--- src/amrr_pkg.sv ---
// Shared types, register codes and constants for the AMRR rate controller.
package amrr_pkg;

	localparam int unsigned MAX_RATES_DEF  = 128;
	localparam int unsigned COUNT_BITS_DEF = 16;

	// configuration port
	localparam int unsigned CFG_IDX_W  = 3;
	localparam int unsigned CFG_DATA_W = 16;
	localparam logic [CFG_IDX_W-1:0] CFG_MIN_THR   = 3'd0;
	localparam logic [CFG_IDX_W-1:0] CFG_MAX_THR   = 3'd1;
	localparam logic [CFG_IDX_W-1:0] CFG_INTERVAL  = 3'd2;
	localparam logic [CFG_IDX_W-1:0] CFG_NUM_RATES = 3'd3;
	localparam logic [CFG_IDX_W-1:0] CFG_INIT_RATE = 3'd4;

	localparam logic [7:0]  MIN_THR_RST   = 8'd1;
	localparam logic [7:0]  MAX_THR_RST   = 8'd15;
	localparam logic [15:0] INTERVAL_RST  = 16'd500;
	localparam logic [7:0]  NUM_RATES_RST = 8'd8;
	localparam logic [6:0]  INIT_RATE_RST = 7'd0;

	// request codes on req_type
	localparam logic [2:0] REQ_INIT   = 3'd0;
	localparam logic [2:0] REQ_REPORT = 3'd1;
	localparam logic [2:0] REQ_SET    = 3'd2;
	localparam logic [2:0] REQ_TICK   = 3'd3;
	localparam logic [2:0] REQ_QUERY  = 3'd4;

	// adaptation constants
	localparam int unsigned MIN_FRAMES  = 10;
	localparam int unsigned SUCCESS_DIV = 10;
	localparam int unsigned FAIL_DIV    = 3;

	// rate count holds up to 256
	localparam int unsigned RCNT_W = 9;

	localparam int unsigned QUEUE_DEPTH = 2;

	typedef enum logic [2:0] {
		OP_NONE,
		OP_INIT,
		OP_REPORT,
		OP_SET,
		OP_TICK,
		OP_QUERY
	} op_t;

	typedef struct packed {
		op_t         op;
		logic [7:0]  sent;
		logic [7:0]  succ_inc;
		logic [7:0]  retries;
		logic [15:0] set_sent;
		logic [15:0] set_success;
		logic [15:0] set_retries;
	} cmd_t;

	typedef struct packed {
		logic [7:0]  min_thr;
		logic [7:0]  max_thr;
		logic [15:0] interval;
		logic [7:0]  num_rates;
		logic [6:0]  init_rate;
	} cfg_t;

	typedef struct packed {
		logic [6:0] rate_index;
		logic       rate_changed;
		logic       evaluated;
		logic [7:0] threshold_now;
	} res_t;

endpackage

--- src/amrr_rate_adaptation_core.sv ---
// Top level of the AMRR transmit-rate controller for one station.
// One request item per cycle is taken while in_ready is high and one result
// item per request comes back, in order. An accepted item is decoded into a
// command register, passes a two-entry queue, and the back end applies it to
// the station state and loads the result register at the same clock edge.
// The state update per item sets the sustained rate of one item per clock
// when the output side is not stalled. The queue lets intake continue while
// a result waits to be taken. Configuration writes are taken at any time
// (cfg_ready is always high) and act on state only through node init and the
// rate query; write them while the block is idle. There is no clearing pass
// after reset.
module amrr_rate_adaptation_core #(
	parameter int unsigned MAX_RATES  = amrr_pkg::MAX_RATES_DEF,
	parameter int unsigned COUNT_BITS = amrr_pkg::COUNT_BITS_DEF
) (
	input  logic                            clk,
	input  logic                            arst_n,
	input  logic                            cfg_valid,
	output logic                            cfg_ready,
	input  logic [amrr_pkg::CFG_IDX_W-1:0]  cfg_index,
	input  logic [amrr_pkg::CFG_DATA_W-1:0] cfg_data,
	input  logic                            in_valid,
	output logic                            in_ready,
	input  logic [2:0]                      req_type,
	input  logic [7:0]                      frames_sent,
	input  logic [7:0]                      frames_failed,
	input  logic [7:0]                      retry_count,
	input  logic [15:0]                     set_sent,
	input  logic [15:0]                     set_success,
	input  logic [15:0]                     set_retries,
	output logic                            out_valid,
	input  logic                            out_ready,
	output logic [6:0]                      rate_index,
	output logic                            rate_changed,
	output logic                            evaluated,
	output logic [7:0]                      threshold_now
);
	import amrr_pkg::*;

	cfg_t cfg_q;
	logic push_valid, push_ready;
	cmd_t push_cmd;
	logic pop_valid, pop_ready;
	cmd_t pop_cmd;
	res_t res;

	assign cfg_ready = 1'b1;

	always_ff @(posedge clk or negedge arst_n) begin
		if (!arst_n) begin
			cfg_q.min_thr   <= MIN_THR_RST;
			cfg_q.max_thr   <= MAX_THR_RST;
			cfg_q.interval  <= INTERVAL_RST;
			cfg_q.num_rates <= NUM_RATES_RST;
			cfg_q.init_rate <= INIT_RATE_RST;
		end else if (cfg_valid && cfg_ready) begin
			case (cfg_index)
				CFG_MIN_THR:   cfg_q.min_thr   <= cfg_data[7:0];
				CFG_MAX_THR:   cfg_q.max_thr   <= cfg_data[7:0];
				CFG_INTERVAL:  cfg_q.interval  <= cfg_data[15:0];
				CFG_NUM_RATES: cfg_q.num_rates <= cfg_data[7:0];
				CFG_INIT_RATE: cfg_q.init_rate <= cfg_data[6:0];
				default: begin
				end
			endcase
		end
	end

	amrr_front u_front (
		.clk           (clk),
		.arst_n        (arst_n),
		.in_valid      (in_valid),
		.in_ready      (in_ready),
		.req_type      (req_type),
		.frames_sent   (frames_sent),
		.frames_failed (frames_failed),
		.retry_count   (retry_count),
		.set_sent      (set_sent),
		.set_success   (set_success),
		.set_retries   (set_retries),
		.push_valid    (push_valid),
		.push_ready    (push_ready),
		.push_cmd      (push_cmd)
	);

	amrr_queue u_queue (
		.clk        (clk),
		.arst_n     (arst_n),
		.push_valid (push_valid),
		.push_ready (push_ready),
		.push_cmd   (push_cmd),
		.pop_valid  (pop_valid),
		.pop_ready  (pop_ready),
		.pop_cmd    (pop_cmd)
	);

	amrr_back #(
		.MAX_RATES  (MAX_RATES),
		.COUNT_BITS (COUNT_BITS)
	) u_back (
		.clk       (clk),
		.arst_n    (arst_n),
		.cfg       (cfg_q),
		.pop_valid (pop_valid),
		.pop_ready (pop_ready),
		.pop_cmd   (pop_cmd),
		.out_valid (out_valid),
		.out_ready (out_ready),
		.res       (res)
	);

	assign rate_index    = res.rate_index;
	assign rate_changed  = res.rate_changed;
	assign evaluated     = res.evaluated;
	assign threshold_now = res.threshold_now;

endmodule

--- src/amrr_front.sv ---
// Front end: takes request items, decodes them into commands for the queue.
module amrr_front (
	input  logic              clk,
	input  logic              arst_n,
	input  logic              in_valid,
	output logic              in_ready,
	input  logic [2:0]        req_type,
	input  logic [7:0]        frames_sent,
	input  logic [7:0]        frames_failed,
	input  logic [7:0]        retry_count,
	input  logic [15:0]       set_sent,
	input  logic [15:0]       set_success,
	input  logic [15:0]       set_retries,
	output logic              push_valid,
	input  logic              push_ready,
	output amrr_pkg::cmd_t    push_cmd
);
	import amrr_pkg::*;

	cmd_t cmd_d;
	cmd_t cmd_s1;
	logic valid_s1;

	always_comb begin
		cmd_d.sent        = frames_sent;
		// more failed than sent counts as no successes
		cmd_d.succ_inc    = (frames_failed > frames_sent) ? 8'd0 : frames_sent - frames_failed;
		cmd_d.retries     = retry_count;
		cmd_d.set_sent    = set_sent;
		cmd_d.set_success = set_success;
		cmd_d.set_retries = set_retries;
		case (req_type)
			REQ_INIT:   cmd_d.op = OP_INIT;
			REQ_REPORT: cmd_d.op = OP_REPORT;
			REQ_SET:    cmd_d.op = OP_SET;
			REQ_TICK:   cmd_d.op = OP_TICK;
			REQ_QUERY:  cmd_d.op = OP_QUERY;
			default:    cmd_d.op = OP_NONE;
		endcase
	end

	assign in_ready   = !valid_s1 || push_ready;
	assign push_valid = valid_s1;
	assign push_cmd   = cmd_s1;

	always_ff @(posedge clk or negedge arst_n) begin
		if (!arst_n) begin
			valid_s1 <= 1'b0;
		end else if (in_ready) begin
			valid_s1 <= in_valid;
		end
	end

	always_ff @(posedge clk) begin
		if (in_valid && in_ready) begin
			cmd_s1 <= cmd_d;
		end
	end

endmodule

--- src/amrr_queue.sv ---
// Short command queue between the front end and the execution back end.
module amrr_queue (
	input  logic           clk,
	input  logic           arst_n,
	input  logic           push_valid,
	output logic           push_ready,
	input  amrr_pkg::cmd_t push_cmd,
	output logic           pop_valid,
	input  logic           pop_ready,
	output amrr_pkg::cmd_t pop_cmd
);
	import amrr_pkg::*;

	localparam int unsigned PTR_W = (QUEUE_DEPTH > 1) ? $clog2(QUEUE_DEPTH) : 1;
	localparam int unsigned CNT_W = $clog2(QUEUE_DEPTH + 1);
	localparam logic [PTR_W-1:0] LAST_PTR = PTR_W'(QUEUE_DEPTH - 1);
	localparam logic [CNT_W-1:0] FULL_CNT = CNT_W'(QUEUE_DEPTH);

	cmd_t             slot_q [QUEUE_DEPTH];
	logic [PTR_W-1:0] wr_ptr_q;
	logic [PTR_W-1:0] rd_ptr_q;
	logic [CNT_W-1:0] count_q;
	logic             push;
	logic             pop;

	assign push_ready = (count_q != FULL_CNT);
	assign pop_valid  = (count_q != '0);
	assign pop_cmd    = slot_q[rd_ptr_q];
	assign push       = push_valid && push_ready;
	assign pop        = pop_valid && pop_ready;

	always_ff @(posedge clk or negedge arst_n) begin
		if (!arst_n) begin
			wr_ptr_q <= '0;
			rd_ptr_q <= '0;
			count_q  <= '0;
		end else begin
			if (push) begin
				wr_ptr_q <= (wr_ptr_q == LAST_PTR) ? '0 : wr_ptr_q + PTR_W'(1);
			end
			if (pop) begin
				rd_ptr_q <= (rd_ptr_q == LAST_PTR) ? '0 : rd_ptr_q + PTR_W'(1);
			end
			if (push && !pop) begin
				count_q <= count_q + CNT_W'(1);
			end else if (pop && !push) begin
				count_q <= count_q - CNT_W'(1);
			end
		end
	end

	always_ff @(posedge clk) begin
		if (push) begin
			slot_q[wr_ptr_q] <= push_cmd;
		end
	end

endmodule

--- src/amrr_back.sv ---
// Back end: station state, AMRR update and the result register.
module amrr_back #(
	parameter int unsigned MAX_RATES  = amrr_pkg::MAX_RATES_DEF,
	parameter int unsigned COUNT_BITS = amrr_pkg::COUNT_BITS_DEF
) (
	input  logic           clk,
	input  logic           arst_n,
	input  amrr_pkg::cfg_t cfg,
	input  logic           pop_valid,
	output logic           pop_ready,
	input  amrr_pkg::cmd_t pop_cmd,
	output logic           out_valid,
	input  logic           out_ready,
	output amrr_pkg::res_t res
);
	import amrr_pkg::*;

	localparam int unsigned CMP_W  = (COUNT_BITS > 16) ? COUNT_BITS : 16;
	localparam int unsigned PROD_W = COUNT_BITS + 5;
	localparam logic [COUNT_BITS-1:0] COUNT_MAX = {COUNT_BITS{1'b1}};

	logic [COUNT_BITS-1:0] tx_q, retry_q, succ_q, ticks_q;
	logic [COUNT_BITS-1:0] tx_d, retry_d, succ_d, ticks_d;
	logic [6:0]            rate_q, rate_d;
	logic [7:0]            thr_q, thr_d;
	logic                  rec_q, rec_d;
	logic                  eval;
	logic                  out_valid_q;
	res_t                  res_q;
	logic                  pop;

	// derived config
	logic [RCNT_W-1:0]     nr_eff, rate_cnt, last_rate;
	logic [6:0]            init_rate;
	logic [7:0]            thr_min, thr_max;
	logic [8:0]            thr_dbl_w;
	logic [7:0]            thr_dbl;

	// saturating sums
	logic [COUNT_BITS:0]   tx_sum, succ_sum, retry_sum, tick_sum, succ_one_sum;
	logic [COUNT_BITS-1:0] tx_sat, succ_sat, retry_sat, tick_sat, succ_one;
	logic [CMP_W-1:0]      ld_tx_w, ld_succ_w, ld_retry_w;
	logic [COUNT_BITS-1:0] ld_tx, ld_succ, ld_retry;

	// update decision
	logic [PROD_W-1:0]     tx_x, retry_x;
	logic                  go, is_good, is_bad, can_raise;

	assign pop       = pop_valid && pop_ready;
	assign pop_ready = !out_valid_q || out_ready;
	assign out_valid = out_valid_q;
	assign res       = res_q;

	always_comb begin
		nr_eff    = (cfg.num_rates == 8'd0) ? RCNT_W'(1) : RCNT_W'(cfg.num_rates);
		rate_cnt  = (nr_eff > RCNT_W'(MAX_RATES)) ? RCNT_W'(MAX_RATES) : nr_eff;
		last_rate = rate_cnt - RCNT_W'(1);
		init_rate = (RCNT_W'(cfg.init_rate) > last_rate) ? last_rate[6:0] : cfg.init_rate;
		thr_min   = (cfg.min_thr == 8'd0) ? 8'd1 : cfg.min_thr;
		thr_max   = (cfg.max_thr == 8'd0) ? 8'd1 : cfg.max_thr;
		thr_dbl_w = {thr_q, 1'b0};
		thr_dbl   = (thr_dbl_w > {1'b0, thr_max}) ? thr_max : thr_dbl_w[7:0];
	end

	always_comb begin
		tx_sum       = {1'b0, tx_q} + (COUNT_BITS+1)'(pop_cmd.sent);
		succ_sum     = {1'b0, succ_q} + (COUNT_BITS+1)'(pop_cmd.succ_inc);
		retry_sum    = {1'b0, retry_q} + (COUNT_BITS+1)'(pop_cmd.retries);
		tick_sum     = {1'b0, ticks_q} + (COUNT_BITS+1)'(1);
		succ_one_sum = {1'b0, succ_q} + (COUNT_BITS+1)'(1);
		tx_sat       = tx_sum[COUNT_BITS] ? COUNT_MAX : tx_sum[COUNT_BITS-1:0];
		succ_sat     = succ_sum[COUNT_BITS] ? COUNT_MAX : succ_sum[COUNT_BITS-1:0];
		retry_sat    = retry_sum[COUNT_BITS] ? COUNT_MAX : retry_sum[COUNT_BITS-1:0];
		tick_sat     = tick_sum[COUNT_BITS] ? COUNT_MAX : tick_sum[COUNT_BITS-1:0];
		succ_one     = succ_one_sum[COUNT_BITS] ? COUNT_MAX : succ_one_sum[COUNT_BITS-1:0];
		// stats set values wider than a counter saturate
		ld_tx_w      = CMP_W'(pop_cmd.set_sent);
		ld_succ_w    = CMP_W'(pop_cmd.set_success);
		ld_retry_w   = CMP_W'(pop_cmd.set_retries);
		ld_tx        = (ld_tx_w > CMP_W'(COUNT_MAX)) ? COUNT_MAX : ld_tx_w[COUNT_BITS-1:0];
		ld_succ      = (ld_succ_w > CMP_W'(COUNT_MAX)) ? COUNT_MAX : ld_succ_w[COUNT_BITS-1:0];
		ld_retry     = (ld_retry_w > CMP_W'(COUNT_MAX)) ? COUNT_MAX : ld_retry_w[COUNT_BITS-1:0];
	end

	// retry < tx/10  <=>  tx >= 10*(retry+1);  retry > tx/3  <=>  tx < 3*retry
	always_comb begin
		tx_x      = PROD_W'(tx_q);
		retry_x   = PROD_W'(retry_q);
		is_good   = tx_x >= (retry_x + PROD_W'(1)) * PROD_W'(SUCCESS_DIV);
		is_bad    = tx_x < retry_x * PROD_W'(FAIL_DIV);
		go        = (tx_q > COUNT_BITS'(MIN_FRAMES)) &&
		            (CMP_W'(ticks_q) > CMP_W'(cfg.interval));
		can_raise = (RCNT_W'(rate_q) + RCNT_W'(1)) < rate_cnt;
	end

	always_comb begin
		tx_d    = tx_q;
		retry_d = retry_q;
		succ_d  = succ_q;
		ticks_d = ticks_q;
		rate_d  = rate_q;
		thr_d   = thr_q;
		rec_d   = rec_q;
		eval    = 1'b0;
		case (pop_cmd.op)
			OP_INIT: begin
				tx_d    = '0;
				retry_d = '0;
				succ_d  = '0;
				ticks_d = '0;
				rec_d   = 1'b0;
				thr_d   = thr_min;
				rate_d  = init_rate;
			end
			OP_REPORT: begin
				tx_d    = tx_sat;
				succ_d  = succ_sat;
				retry_d = retry_sat;
			end
			OP_SET: begin
				tx_d    = ld_tx;
				succ_d  = ld_succ;
				retry_d = ld_retry;
			end
			OP_TICK: begin
				ticks_d = tick_sat;
			end
			OP_QUERY: begin
				if (go) begin
					eval = 1'b1;
					if (is_good) begin
						succ_d = succ_one;
						if (succ_one >= COUNT_BITS'(thr_q) && can_raise) begin
							rec_d  = 1'b1;
							succ_d = '0;
							rate_d = rate_q + 7'd1;
						end else begin
							rec_d = 1'b0;
						end
					end else if (is_bad) begin
						succ_d = '0;
						if (rate_q != 7'd0) begin
							// doubled threshold only after a failed step up
							thr_d  = rec_q ? thr_dbl : thr_min;
							rate_d = rate_q - 7'd1;
						end
						rec_d = 1'b0;
					end
					tx_d    = '0;
					retry_d = '0;
					ticks_d = '0;
				end
			end
			default: begin
			end
		endcase
	end

	always_ff @(posedge clk or negedge arst_n) begin
		if (!arst_n) begin
			tx_q        <= '0;
			retry_q     <= '0;
			succ_q      <= '0;
			ticks_q     <= '0;
			rate_q      <= INIT_RATE_RST;
			thr_q       <= MIN_THR_RST;
			rec_q       <= 1'b0;
			out_valid_q <= 1'b0;
		end else begin
			if (pop) begin
				tx_q    <= tx_d;
				retry_q <= retry_d;
				succ_q  <= succ_d;
				ticks_q <= ticks_d;
				rate_q  <= rate_d;
				thr_q   <= thr_d;
				rec_q   <= rec_d;
			end
			if (pop_ready) begin
				out_valid_q <= pop_valid;
			end
		end
	end

	always_ff @(posedge clk) begin
		if (pop) begin
			res_q.rate_index    <= rate_d;
			res_q.rate_changed  <= (rate_d != rate_q);
			res_q.evaluated     <= eval;
			res_q.threshold_now <= thr_d;
		end
	end

	a_thr_nonzero: assert property (@(posedge clk) disable iff (!arst_n)
		thr_q != 8'd0)
		else $error("success threshold reached zero");

	a_eval_only_query: assert property (@(posedge clk) disable iff (!arst_n)
		(pop && pop_cmd.op != OP_QUERY) |=> !res_q.evaluated)
		else $error("evaluated flag set by a non-query item");

	a_no_change_on_count: assert property (@(posedge clk) disable iff (!arst_n)
		(pop && (pop_cmd.op == OP_TICK || pop_cmd.op == OP_REPORT ||
		 pop_cmd.op == OP_SET || pop_cmd.op == OP_NONE)) |=> !res_q.rate_changed)
		else $error("rate changed by a counting item");

	a_cleared_after_eval: assert property (@(posedge clk) disable iff (!arst_n)
		(pop && eval) |=> (tx_q == '0 && retry_q == '0 && ticks_q == '0))
		else $error("counters not cleared after update");

	a_single_step: assert property (@(posedge clk) disable iff (!arst_n)
		(pop && eval) |=> (res_q.rate_index == $past(rate_q) ||
		 res_q.rate_index == $past(rate_q) + 7'd1 ||
		 res_q.rate_index == $past(rate_q) - 7'd1))
		else $error("rate moved by more than one step");

endmodule

--- config.mk ---
export PLATFORM = sky130hd
export DESIGN_NAME = amrr_rate_adaptation_core
export DESIGN_NICKNAME = d
export VERILOG_FILES = /design/src/amrr_pkg.sv /design/src/amrr_rate_adaptation_core.sv /design/src/amrr_front.sv /design/src/amrr_queue.sv /design/src/amrr_back.sv
export SDC_FILE = /design/constraint.sdc
export NUM_CORES = 1
export LEC_CHECK = 0
export BUFFER_PORTS_ARGS = -buffer_cell sky130_fd_sc_hd__clkbuf_2
export CORE_MARGIN = 2
export CORE_UTILIZATION = 60
export CTS_CLUSTER_DIAMETER = 200
export DETAILED_ROUTE_END_ITERATION = 6
export PLACE_DENSITY_LB_ADDON = 0.05
export SKIP_CTS_REPAIR_TIMING = 1
export SYNTH_ARGS = -nofsm -noshare
export SYNTH_HDL_FRONTEND = slang
export SYNTH_SLANG_ARGS = --single-unit
--- constraint.sdc ---
create_clock -name clk -period 11.2 [get_ports clk]
set_input_delay 1.12 -clock clk [delete_from_list [all_inputs] [get_ports clk]]
set_output_delay 1.12 -clock clk [all_outputs]
set_load 0.005 [all_outputs]
==> reports/summary.txt, run 1 <==
TritonCTS clock tree = yes
Aggregate global-route resource usage = 28.7%
LEAKAGE = 9.93 nW
Final setup fails = 0
P&R area growth vs syn = 11.0%
Worst setup path class = reg2reg
First-pass GRT wire length = 86000 µm
Row count = 69
Worst hold path class = reg2reg
DR pass1 iterations = 7
FF+latch count, synth = 375
Number of synthesized flops with an enable pin = 242
Fill count = 2731
Syn avg cell area = 11.0 µm²
Period utilisation layout = 60.7%
Max_slew headroom = 21.5%
VDD IR-drop max = 0.000191 V
Yosys top cell area share = 33.7%
Pwr dens = 291 nW/µm²
# IOs = 119
Simple-gate share of the synthesized area = 11.0%
Root Buffer = clkbuf_16
Gr ovfl total = 0
CTS sink cnt = 375
Worst path required time = 11.49 ns
Endpoints failing hold = 0
Clock Pin Slew Worst Setup and Hold Paths = 0.06 ns
Initial antenna violation count = 0
Crit Path Max Fanout = 13
IO Port Bufs = 117
Yosys top cell by area = edfxtp_1
Routed wire length = 53300 µm
Drt via density = 6.36
Cts bufs inserted = 40
Failing checks = design-rule violations
Startpoint Class = flip-flop
DR WL/cell = 20.9 µm
ANT cells = 0
Nets = 2316
Worst endpoint data arrival time = 7.09 ns
Hold_ws = 0.436 ns
Synth Area in Adders = 9.67%
Chip height = 194 µm
Dpl cell area = 22600 µm²
Clock Latency Late Sink = 0.56 ns
Status = complete, but fails checks
Unrepaired setup endpoints after global routing = false
Drt drc = 8
Area of the mapped netlist = 21600 µm²
Number of library cell types mapped by synthesis = 101
Die area = 37500 µm²
1st-iter DRT viols = 1264
Async set-reset flop share out of synthesis = 35.5%
Vias = 16200
Fmax = 0.147 GHz
Largest family of logic cells by synthesized area = compound AO/OA/AOI/OAI gates
Least-Margin Pin Slew = 1.18 ns
Starting density of the core = 60.7%
Clk buf depth = 3
MaxCap Viol Count = 0
Core Area = 35500 µm²
DP HPWL = 38200 µm
Cells after synthesis = 1951
Proportion of layout cells with a drive suffix above 1 = 15.8%
Routed Antenna Nets = 0
Cell area after layout = 23900 µm²
Clock skew = 0.0149 ns
Mux cell area share after synthesis = 6.12%
Fin Setup TNS = 0 ns
Post-Syn Nets = 2213
H-tree depth = 2
Gpl congestion = 0.927
Max Slew Vio Count = 0
Post-synthesis xor/xnor area fraction = 3.45%
Die X = 194 µm
Vias in the first global route = 15700
Tmin final = 6.80 ns
Compound-gate portion of the synthesized area = 17.1%
Synth warnings = 0
Crit. End Element = flip-flop
Area contributors post-synth = edfxtp_1 (34%), dfrtp_1 (14%), ha_1 (9.1%)
Largest net degree at the start of global routing = 73
Post-synth top flop = edfxtp_1
Sequential fraction of the synthesis area = 49.2%
## layout by cell type, fill, tap and decap left out, types with 9 or more instances in the layout
cell / synthesis / layout
nor2b_1: 9 / 9
mux2i_1: 47 / 47
ha_1: 157 / 157
o21ai_0: 133 / 132
dfstp_2: 13 / 13
o211ai_1: 16 / 16
nor2_1: 104 / 103
clkbuf_2: 1 / 116
nand2b_1: 18 / 18
buf_4: 3 / 16
or3_1: 11 / 11
and3_1: 36 / 35
nand4_1: 15 / 15
a211oi_1: 15 / 15
a21o_1: 29 / 29
inv_1: 104 / 104
a21oi_1: 137 / 135
mux2_2: 74 / 74
a21boi_0: 9 / 9
o31ai_1: 11 / 11
nand2_1: 150 / 150
a22o_1: 17 / 17
o21a_1: 18 / 18
dfrtp_1: 120 / 119
nor3_1: 24 / 24
nand3_1: 57 / 56
clkbuf_16: 0 / 41
nor4_1: 17 / 17
a31oi_1: 24 / 24
edfxtp_1: 242 / 242
a221o_1: 11 / 11
xnor2_1: 49 / 49
o221ai_1: 20 / 20
xor2_1: 36 / 36
## path summary, 6_finish.rpt
path                            depth (start not counted)  slack [ns]                      startpoint                         endpoint
worst max-delay path                                   21        4.40   u_back.retry_q[2]$_DFFE_PN0P_          u_back.res[9]$_DFFE_PP_
worst min-delay path                                    0        0.44  u_front.push_cmd[28]$_DFFE_PP_  u_queue.slot_q[0][28]$_DFFE_PP_
worst max register to register                         21        4.40   u_back.retry_q[2]$_DFFE_PN0P_          u_back.res[9]$_DFFE_PP_
worst min register to register                          0        0.44  u_front.push_cmd[28]$_DFFE_PP_  u_queue.slot_q[0][28]$_DFFE_PP_
max in group asynchronous                               2        9.26                          arst_n    u_back.succ_q[15]$_DFFE_PN0P_
min in group asynchronous                               1        0.60                          arst_n            cfg_q[24]$_DFFE_PN0P_
## cell type report
class                           count  area (µm²)  share of cell area (%)
Sequential cell                   375       10600                    44.4
Multi-Input combinational cell   1396       10300                    42.9
Clock buffer                       47        1050                    4.38
Timing Repair Buffer              133         712                    2.98
Tap cell                          461         577                    2.41
Inverter                          108         405                    1.69
Clock inverter                     27         309                    1.29
## layer usage
| layer | GRT usage [%] | part of all wire [%] | routed length (µm) | vias to the layer above |
|---|---|---|---|---|
| met2 | 44.7 | 46 | 24300 | 561 |
| met4 | 7.75 | 2.4 | 1310 | 0 |
| li1 | - | - | - | 7567 |
| met3 | 4.48 | 6.1 | 3260 | 103 |
| met5 | 0 | 0 | 0 | - |
| met1 | 42.1 | 46 | 24500 | 7964 |
## report_power, final
part / internal, mW / leakage, nW / switching (mW) / total [mW]
Clock: 0.815 / 0.647 / 0.566 / 1.38
Sequential: 1.96 / 3.98 / 0.388 / 2.35
Combinational: 1.27 / 5.30 / 1.97 / 3.24
Total: 4.05 / 9.93 / 2.92 / 6.97
## per-stage QoR
step	std cells	utilization (%)	total power, mW	setup slack, ns
6_report	2547	67.4	6.97	4.40
5_1_grt	2547	67.4	7.44	3.99
4_1_cts	2547	67.4	6.95	4.45
3_5_place_dp	2473	63.6	5.54	4.47
3_3_place_gp	2473	63.6	5.46	4.72
2_1_floorplan	1951	-	4.62	5.73
## Yosys cell counts, types with 6 or more instances
cell type,instances
edfxtp_1,242
nand4_1,15
clkbuf_1,51
or3_1,11
o21ai_0,133
o21bai_1,8
a21boi_0,9
ha_1,157
buf_1,6
a31oi_1,24
nand2_1,150
dfstp_2,13
a22o_1,17
xor2_1,36
o32a_1,7
xnor2_1,49
a211oi_1,15
mux2i_1,47
a21o_1,29
nor2_1,104
inv_1,104
nand2b_1,18
o221ai_1,20
a21oi_1,137
fa_1,6
o211ai_1,16
nor3_1,24
and2_1,8
o31ai_1,11
nor2b_1,9
nand3_1,57
nor4_1,17
and3_1,36
o21a_1,18
o22ai_1,7
a221o_1,11
mux2_2,74
dfrtp_1,120
## sequential cells by signal (all words and copies together) (netlist names)
register	flops
u_queue.wr_ptr_q	1
u_queue.rd_ptr_q	1
u_queue.count_q	2
u_front.push_valid	1
u_front.push_cmd	75
u_back.res	17
u_back.retry_q	16
u_back.out_valid	1
cfg_q	47
u_back.ticks_q	16
u_back.rec_q	1
u_queue.slot_q	150
u_back.tx_q	16
u_back.thr_q	8
u_back.rate_q	7
u_back.succ_q	16
## worst max-delay path, stage by stage, from the launching register on
cell and delay, ns:
dfrtp_1 0.51, ha_1 0.40, nand2_1 0.11, xnor2_1 0.29, ha_1 0.33, ha_1 0.33, a211oi_1 0.34, o21ai_0 0.21
a21o_1 0.21, a21oi_1 0.17, xor2_1 0.11, ha_1 0.34, nand3_1 0.09, nor2_1 0.12, o311ai_0 0.26, a2111oi_4 0.49
o211ai_4 0.18, nor3_2 0.76, mux2_2 0.34, nand4b_4 0.10, o41a_1 0.41, or4_1 0.41
## logic make-up after synthesis
group,count (synthesis)
AOI/OAI and AO/OA,542
and+or+nand+nor,483
DFF,375
buffers and inverters,180
adders and majority gates,163
muxes,122
xor gates and xnor gates,85
other,1
No activity file was read; power rests on OpenSTA's default activity.
==> run 2, diff against run 1 <==
--- a/config.mk
+++ b/config.mk
@@ -5,6 +5,7 @@
 export SDC_FILE = /design/constraint.sdc
 export NUM_CORES = 1
 export LEC_CHECK = 0
+export ABC_AREA = 1
 export BUFFER_PORTS_ARGS = -buffer_cell sky130_fd_sc_hd__clkbuf_2
 export CORE_MARGIN = 2
 export CORE_UTILIZATION = 60
==> constraint.sdc (replaced) <==
create_clock -name clk -period 6.39 [get_ports clk]
set_input_delay 0.639 -clock clk [delete_from_list [all_inputs] [get_ports clk]]
set_output_delay 0.639 -clock clk [all_outputs]
set_load 0.005 [all_outputs]
==> reports/summary.txt, run 2 <==
Clk buf depth = 3
Most used cell, CP = nand2_1
Cell area after layout = 24300 µm²
DR WL/cell = 17.1 µm
Crit. End Element = flip-flop
Unrepaired setup endpoints after global routing = false
Async set-reset flop share out of synthesis = 35.5%
ANT cells = 0
Post-synth top flop = edfxtp_1
Number of synthesized flops with an enable pin = 242
MaxCap Viol Count = 0
Synth warnings = 0
Chip height = 195 µm
Top reg by flops = u_queue.slot_q
Cells after synthesis = 2435
Initial antenna violation count = 3
Max_slew headroom = 29.7%
Post-synth top cells = nand2_1 (637), inv_1 (250), edfxtp_1 (242)
Worst endpoint data arrival time = 5.98 ns
Period utilisation layout = 85.9%
1st-iter DRT viols = 1271
Clock Latency Late Sink = 0.59 ns
Nets = 2811
Hold_ws = 0.0482 ns
Status = completed
IO Port Bufs = 117
Aggregate global-route resource usage = 28.1%
Routed wire length = 52000 µm
CTS sink cnt = 375
First-pass GRT wire length = 84800 µm
Cts bufs inserted = 41
Starting density of the core = 61.1%
Most numerous cell in the Yosys netlist = nand2_1
Most common cell after layout, fill and taps aside = nand2_1
Area of the mapped netlist = 21800 µm²
LEAKAGE = 11.1 nW
Max Slew Vio Count = 0
Number of flip-flops under the largest register name = 150
Vias in the first global route = 16500
Tmin final = 5.49 ns
Root Buffer = clkbuf_16
Number of library cell types mapped by synthesis = 67
FF+latch count, synth = 375
Worst path required time = 6.87 ns
Syn avg cell area = 8.95 µm²
Routed Antenna Nets = 0
Row count = 69
Leading cell types in the layout, fill and taps excluded = nand2_1 (637), inv_1 (249), edfxtp_1 (242), a21oi_1 (172), ha_1 (157)
Core Area = 35700 µm²
Area contributors post-synth = edfxtp_1 (33%), dfrtp_1 (14%), nand2_1 (11%)
Least-Margin Pin Slew = 1.05 ns
Final Core Density = 68.0%
H-tree depth = 2
Clock Pin Slew Worst Setup and Hold Paths = 0.06 ns
Sequential fraction of the synthesis area = 48.7%
Die X = 195 µm
Yosys top cell by area = edfxtp_1
Gpl congestion = 0.897
Endpoints failing hold = 0
Post-layout total power = 13.2 mW
Fin Setup TNS = 0 ns
Crit Path Max Fanout = 24
VDD IR-drop max = 0.000360 V
Vias = 17100
Gr ovfl total = 0
Pwr dens = 543 nW/µm²
Post-Syn Nets = 2697
Proportion of layout cells with a drive suffix above 1 = 11.9%
Startpoint Class = flip-flop
Slowest cell on the critical path = dfrtp_1
Die area = 37900 µm²
Clock skew = 0.0352 ns
Critical Path Max Stage Delay = 0.50 ns
Largest net degree at the start of global routing = 78
Drt via density = 5.63
# IOs = 119
DP HPWL = 37500 µm
Worst setup path class = reg2reg
P&R area growth vs syn = 11.3%
Drt drc = 0
DR pass1 iterations = 5
Dpl cell area = 22800 µm²
Worst hold path class = in2async
Yosys top cell area share = 33.3%
TritonCTS clock tree = yes
Fmax = 0.182 GHz
Final setup fails = 0
run 2: changes by cell type after synthesis, moves of 30 or more:
| cell | change |
|---|---|
| mux2i_1 | -45 |
| mux2_2 | -72 |
| nand2_1 | +487 |
| and3_1 | -36 |
| nor2_1 | +48 |
| nand3_1 | +30 |
| inv_1 | +146 |
| a21oi_1 | +36 |
run 2: area by class of cell:
cell class              instances  area [µm²]
repair buffers                130         689
flip-flops and latches        375       10600
fillers                      2838       11400
clock buffers                  45        1050
multi-input cells            1726        9900
well taps                     461         577
inverters                     275        1040
clock inverters                30         388
run 2: cell families after synthesis:
kind of cell               after synthesis  share of synthesized area [%]
DFF                                    375                           48.7
buffers and inverters                  334                           6.03
xor gates and xnor gates                85                           3.42
and+or+nand+nor                       1009                           20.2
adders and majority gates              163                           9.57
other                                    1                         0.0172
muxes                                    4                          0.195
AOI/OAI and AO/OA                      464                           11.8
run 2: routing by layer:
layer  GRT usage (%)  vias to the layer above  wire length (µm)
li1                -                     8473                 -
met5               0                        -                29
met2            42.4                      575             22700
met3            4.67                      103              3720
met1            41.1                     7970             24100
met4            9.94                        4              1500
run 2: metrics by stage:
stage,setup slack [ns],cells
2_1_floorplan,1.92,2435
3_3_place_gp,1.21,2967
3_5_place_dp,0.997,2967
4_1_cts,0.953,3042
5_1_grt,0.223,3042
6_report,0.898,3042
run 2: path summary, 6_finish.rpt:
check	from	end	cells past startpoint	slack, ns
worst max-delay path	u_back.retry_q[1]$_DFFE_PN0P_	u_back.succ_q[13]$_DFFE_PN0P_	31	0.90
worst min-delay path	arst_n	u_back.retry_q[12]$_DFFE_PN0P_	1	0.05
worst max register to register	u_back.retry_q[1]$_DFFE_PN0P_	u_back.succ_q[13]$_DFFE_PN0P_	31	0.90
worst min register to register	u_front.push_cmd[17]$_DFFE_PP_	u_queue.slot_q[1][17]$_DFFE_PP_	0	0.44
max in group asynchronous	arst_n	cfg_q[5]$_DFFE_PN0P_	2	5.00
min in group clk	set_retries[11]	u_front.push_cmd[11]$_DFFE_PP_	1	0.22
run 2: report_power, final:
part | total, mW | switching, mW | internal [mW]
sequential | 4.02 | 0.531 | 3.49
clock | 2.50 | 1.01 | 1.49
combinational | 6.64 | 4.34 | 2.30
run 2: worst max-delay path, delay by kind of cell (launching register included):
family	cells	cell delay, ns
XOR/XNOR	2	0.41
AO/OA/AOI/OAI	4	0.62
flip-flops	1	0.50
adder cells (fa/ha/maj)	4	1.15
buffers and inverters	1	0.35
AND/OR/NAND/NOR	20	2.35
